===== src/hdl/sat_pkg.sv =====
// shared types and constants for the sorted annotation table
// no dependencies; imported by every module of the block
`default_nettype none

package sat_pkg;

    localparam int TABLE_DEPTH_DEF = 64;
    localparam int KEY_W           = 48;
    localparam int ATTR_W          = 32;
    localparam int ENTRY_W         = KEY_W + ATTR_W;
    localparam int COUNT_OUT_W     = 7;
    localparam int INDEX_IN_W      = 6;

    // offset number is kept biased so that the key sorts as unsigned
    localparam logic [7:0] NUM_BIAS = 8'h80;

    typedef enum logic [1:0] {
        ACT_INSERT = 2'd0,
        ACT_DELETE = 2'd1,
        ACT_READ   = 2'd2
    } action_t;

    typedef enum logic [2:0] {
        ST_OK       = 3'd0,
        ST_DELETED  = 3'd1,
        ST_NO_MATCH = 3'd2,
        ST_FULL     = 3'd3,
        ST_RANGE    = 3'd4
    } status_t;

    typedef enum logic [1:0] {
        RD_TOP   = 2'd0,
        RD_DOWN  = 2'd1,
        RD_UP    = 2'd2,
        RD_INDEX = 2'd3
    } rd_sel_t;

    typedef enum logic [1:0] {
        WR_NEW_ZERO   = 2'd0,
        WR_NEW_ABOVE  = 2'd1,
        WR_SHIFT_UP   = 2'd2,
        WR_SHIFT_DOWN = 2'd3
    } wr_sel_t;

    typedef struct packed {
        logic    load_item;
        logic    rd_en;
        rd_sel_t rd_sel;
        logic    wr_en;
        wr_sel_t wr_sel;
        logic    status_we;
        status_t status_code;
        logic    count_inc;
        logic    count_dec;
        logic    emit;
    } sat_cmd_t;

    typedef struct packed {
        action_t action;
        logic    full;
        logic    empty;
        logic    index_ok;
        logic    key_ge;
        logic    match;
        logic    idx_zero;
        logic    idx_last;
        logic    out_free;
    } sat_stat_t;

endpackage

`default_nettype wire


===== src/hdl/sat_ctrl.sv =====
// controller of the sorted annotation table: one-hot sequencer that walks
// the entry ram for insert and delete and reads one entry for read; uses sat_pkg
`default_nettype none

module sat_ctrl
    import sat_pkg::*;
(
    input  wire logic      clk,
    input  wire logic      rst_n,
    input  wire logic      in_valid,
    output logic           in_stall,
    output sat_cmd_t       cmd,
    input  wire sat_stat_t stat
);

    typedef enum logic [6:0] {
        S_IDLE     = 7'b0000001,
        S_DISPATCH = 7'b0000010,
        S_INS_SCAN = 7'b0000100,
        S_INS_PUT  = 7'b0001000,
        S_DEL_SCAN = 7'b0010000,
        S_DEL_MOVE = 7'b0100000,
        S_RESP     = 7'b1000000
    } state_t;

    state_t state_reg;
    state_t state_next;

    assign in_stall = (state_reg != S_IDLE);

    always_comb
    begin
        state_next = state_reg;
        cmd        = '0;
        case (state_reg)
            S_IDLE:
            begin
                if (in_valid)
                begin
                    cmd.load_item = 1'b1;
                    state_next    = S_DISPATCH;
                end
            end
            S_DISPATCH:
            begin
                state_next    = S_RESP;
                cmd.status_we = 1'b1;
                case (stat.action)
                    ACT_INSERT:
                    begin
                        if (stat.full)
                        begin
                            cmd.status_code = ST_FULL;
                        end
                        else if (stat.empty)
                        begin
                            cmd.wr_en       = 1'b1;
                            cmd.wr_sel      = WR_NEW_ZERO;
                            cmd.count_inc   = 1'b1;
                            cmd.status_code = ST_OK;
                        end
                        else
                        begin
                            cmd.status_we = 1'b0;
                            cmd.rd_en     = 1'b1;
                            cmd.rd_sel    = RD_TOP;
                            state_next    = S_INS_SCAN;
                        end
                    end
                    ACT_DELETE:
                    begin
                        if (stat.empty)
                        begin
                            cmd.status_code = ST_NO_MATCH;
                        end
                        else
                        begin
                            cmd.status_we = 1'b0;
                            cmd.rd_en     = 1'b1;
                            cmd.rd_sel    = RD_TOP;
                            state_next    = S_DEL_SCAN;
                        end
                    end
                    ACT_READ:
                    begin
                        if (stat.index_ok)
                        begin
                            cmd.rd_en       = 1'b1;
                            cmd.rd_sel      = RD_INDEX;
                            cmd.status_code = ST_OK;
                        end
                        else
                        begin
                            cmd.status_code = ST_RANGE;
                        end
                    end
                    default:
                    begin
                        cmd.status_code = ST_NO_MATCH;
                    end
                endcase
            end
            S_INS_SCAN:
            begin
                if (stat.key_ge)
                begin
                    cmd.wr_en  = 1'b1;
                    cmd.wr_sel = WR_SHIFT_UP;
                    if (stat.idx_zero)
                    begin
                        state_next = S_INS_PUT;
                    end
                    else
                    begin
                        cmd.rd_en  = 1'b1;
                        cmd.rd_sel = RD_DOWN;
                    end
                end
                else
                begin
                    cmd.wr_en       = 1'b1;
                    cmd.wr_sel      = WR_NEW_ABOVE;
                    cmd.count_inc   = 1'b1;
                    cmd.status_we   = 1'b1;
                    cmd.status_code = ST_OK;
                    state_next      = S_RESP;
                end
            end
            S_INS_PUT:
            begin
                cmd.wr_en       = 1'b1;
                cmd.wr_sel      = WR_NEW_ZERO;
                cmd.count_inc   = 1'b1;
                cmd.status_we   = 1'b1;
                cmd.status_code = ST_OK;
                state_next      = S_RESP;
            end
            S_DEL_SCAN:
            begin
                if (stat.match)
                begin
                    if (stat.idx_last)
                    begin
                        cmd.count_dec   = 1'b1;
                        cmd.status_we   = 1'b1;
                        cmd.status_code = ST_DELETED;
                        state_next      = S_RESP;
                    end
                    else
                    begin
                        cmd.rd_en  = 1'b1;
                        cmd.rd_sel = RD_UP;
                        state_next = S_DEL_MOVE;
                    end
                end
                else if (stat.idx_zero)
                begin
                    cmd.status_we   = 1'b1;
                    cmd.status_code = ST_NO_MATCH;
                    state_next      = S_RESP;
                end
                else
                begin
                    cmd.rd_en  = 1'b1;
                    cmd.rd_sel = RD_DOWN;
                end
            end
            S_DEL_MOVE:
            begin
                cmd.wr_en  = 1'b1;
                cmd.wr_sel = WR_SHIFT_DOWN;
                if (stat.idx_last)
                begin
                    cmd.count_dec   = 1'b1;
                    cmd.status_we   = 1'b1;
                    cmd.status_code = ST_DELETED;
                    state_next      = S_RESP;
                end
                else
                begin
                    cmd.rd_en  = 1'b1;
                    cmd.rd_sel = RD_UP;
                end
            end
            S_RESP:
            begin
                if (stat.out_free)
                begin
                    cmd.emit   = 1'b1;
                    state_next = S_IDLE;
                end
            end
            default:
            begin
                state_next = S_IDLE;
            end
        endcase
    end

    always_ff @(posedge clk or negedge rst_n)
    begin
        if (!rst_n)
        begin
            state_reg <= S_IDLE;
        end
        else
        begin
            state_reg <= state_next;
        end
    end

endmodule

`default_nettype wire


===== config.mk =====
export PLATFORM = sky130hd
export DESIGN_NAME = sat_ctrl
export DESIGN_NICKNAME = d
export VERILOG_FILES = /design/src/hdl/sat_pkg.sv /design/src/hdl/sat_ctrl.sv
export SDC_FILE = /design/constraint.sdc
export NUM_CORES = 1
export LEC_CHECK = 0
export BUFFER_PORTS_ARGS = -buffer_cell sky130_fd_sc_hd__buf_2
export CAP_MARGIN = 20
export CELL_PAD_IN_SITES_DETAIL_PLACEMENT = 1
export CELL_PAD_IN_SITES_GLOBAL_PLACEMENT = 2
export CORE_MARGIN = 4
export CORE_UTILIZATION = 28
export CTS_BUF_LIST = sky130_fd_sc_hd__clkbuf_8
export CTS_CLUSTER_DIAMETER = 30
export DETAILED_ROUTE_END_ITERATION = 7
export PLACE_DENSITY_LB_ADDON = 0.1
export SLEW_MARGIN = 0
export SYNTH_ARGS = -nofsm -noshare
export SYNTH_HDL_FRONTEND = slang
export SYNTH_SLANG_ARGS = --single-unit

===== constraint.sdc =====
create_clock -name clk -period 3.7 [get_ports clk]
set_clock_uncertainty 0.15 [all_clocks]
set_input_delay 0 -clock clk [delete_from_list [all_inputs] [get_ports clk]]
set_output_delay 0 -clock clk [all_outputs]
set_load 0.01 [all_outputs]

==> impl_results.md <==
- Root Driver: clkbuf_8
- I/O Buffers: 27
- Setup TNS Final: 0 ns
- Worst Hold Launch: stat[7]
- Final setup fails: 0
- Clk_lat worst skew: 0.23 ns
- Post-synth ARST share: 100.0%
- Area contributors post-synth: dfrtp_1 22%, nand2_1 5.5%, nor2_1 5.5%, nand2b_1 4.6%, dfstp_2 3.8%
- Synthesis-to-layout area growth: 41.61%
- Fin. Hold Viols: 0
- GRT Total Usage: 15.10%
- Starting Density: 30.13%
- Reg clk slew, reported paths: 0.04 ns
- Worst-path fanout max: 8
- Post-Syn Instances: 91
- H-tree Lvls: 1
- Hold path endpoint: state_reg[2]
- Largest net degree at the start of global routing: 14
- DIE AREA: 0.003305 mm²
- Wire per inst: 15.01 µm
- Least-Margin Pin Slew: 0.7022 ns
- Seq cells post-synth: 7
- Vias after detailed routing: 816
- Critical R2R Capture: state_reg[3]
- Fin cells: 155
- Final GP Congestion: 0.8059
- Dpl hpwl: 1.754 mm
- Top FF cell, synth: dfrtp_1
- Final net count: 141
- DP Cell Count: 142
- Post-Route WL: 2.327 mm
- Final ANT Viol Nets: 0
- Max Cap Viol: 0
- Ports: 28
- Post-Place Setup Slack: 1.615 ns
- Total grt overflow: 0
- Slew Limit Fails: 0
- Yosys top cell by area: dfrtp_1
- Crit Reg-Reg Startpoint: state_reg[1]
- Max reg flops: 7
- Hold Crit Class: input port to register
- Placed inst area: 835.8 µm²
- Sequential share of the synthesized area: 25.73%
- Cell Area, Synth: 685.7 µm²
- Fin util: 42.66%
- Post-synth net total: 104
- VDD IR max: 0.0002601 V
- Worst Reg-to-Reg Cells: 4
- Outcome: complete, no violations
- CTS Buffer Depth: 2
- Drt first pass iters: 2
- Critical-path cell list: nor3_1, nand4_1, a21oi_2, or3_1, buf_2
- Unique masters post-synth: 40
- WS Path Type: register to output pin
- Die Height: 57.49 µm
- CP arrival: 2.19 ns
- Final Hold Slack: 0.01283 ns
- Slew margin rel.: 52.83%
- Syn Area/Cell: 7.535 µm²
- Pwr/cell area: 424.1 mW/mm²
- Number of global-route vias before repair: 832
- Final WS setup: 1.364 ns
- Leakage: 0.4942 nW
- Initial antenna violation count: 0
- Core footprint: 0.002276 mm²
- Post-synth EDFFs: 0
- Crit. Startpoint: state_reg[1]
- DRC Markers: 0
- # diodes: 0
- Critical Path Sink Type: output pin
- Post-synth top cells: 10 x nand2_1, 10 x nor2_1, 6 x dfrtp_1
- Tcrit/Tclk final: 63.15%
- Ratio of cells with drive above 1 in the final layout: 29.92%
- Chip Width: 57.49 µm
- Core Rows: 17
- Worst reg-to-reg setup slack: 1.41 ns
- Final Cell Area: 970.9 µm²
- Worst EP required: 3.55 ns
- Worst hold path cell count: 3
- Via-per-instance ratio: 5.265
- Critical path's slowest cell: nor3_1
- Clock period minus worst slack: 2.336 ns
- Synth top area share: 21.90%
- First-pass GRT wire length: 4.036 mm
- RSZ-0062 raised after global routing: false
- FMAX: 0.4280 GHz
- CP peak stage delay: 0.63 ns
- Yosys Warn Count: 0
- CTS sink cnt: 7
- TritonCTS buffer count: 3
- Initial drt markers: 18
- CTS tree: built
- Tot Pwr: 0.4118 mW
- Worst setup SP type: register
metal layers:
| metal | global-route usage (%) | part of all wire [%] | routed length (µm) |
|---|---|---|---|
| met5 | 0 | 0 | 0 |
| met4 | 3.974 | 0 | 0 |
| met3 | 2.036 | 3.0 | 69 |
| met2 | 23.39 | 47 | 1105 |
| met1 | 21.79 | 50 | 1152 |
worst max path at each step:
stage | to | slack, ns | cells past startpoint
global placement | cmd[12] | 1.60 | 5
CTS | cmd[12] | 1.38 | 5
global route | cmd[9] | 1.21 | 6
floorplan | state_reg[6] | 1.89 | 5
finish | cmd[12] | 1.36 | 5
detailed placement | cmd[12] | 1.61 | 5
cell type report:
type / count / area [µm²]
Inverter: 5 / 18.77
Tap cell: 28 / 35.03
Clock inverter: 1 / 3.754
Fill cell: 290 / 1305
Sequential cell: 7 / 176.4
Multi-Input combinational cell: 75 / 470.5
Timing Repair Buffer: 36 / 225.2
Clock buffer: 3 / 41.29
worst max-delay path: cells and delay by family, from the launching register on:
family                 cells  cell delay, ns
flip-flops                 1            0.46
AO/OA/AOI/OAI              1            0.33
AND/OR/NAND/NOR            3            1.05
buffers and inverters      1            0.12
where the power goes:
group / internal (mW) / switching, mW / leakage [nW]
registers: 0.0952 / 0.0302 / 0.0931
clock network: 0.0720 / 0.0362 / 0.0269
logic: 0.0792 / 0.0990 / 0.374
total: 0.246 / 0.165 / 0.494
repair_timing:
action | CTS | global route
resized for setup | 0 | 0
hold buffers | 9 | 0
hold endpoints to repair | 13 | 0
buffers inserted | 0 | 0
cells in the final DEF, fill, tap and decap left out, types with 4 or more instances in the layout:
master and n:
buf_2 27, nor2_1 10, nand2_1 10, dlygate4sd3_1 9, inv_1 6, dfrtp_1 6
nand2b_1 5, a21oi_1 4
cells by family after synthesis:
| kind of cell | after synthesis | synth area share, % |
|---|---|---|
| buffers and inverters | 9 | 5.657 |
| and+or+nand+nor | 54 | 46.53 |
| AOI/OAI and AO/OA | 21 | 22.08 |
| DFF | 7 | 25.73 |
(Power assumes the default switching activity.)
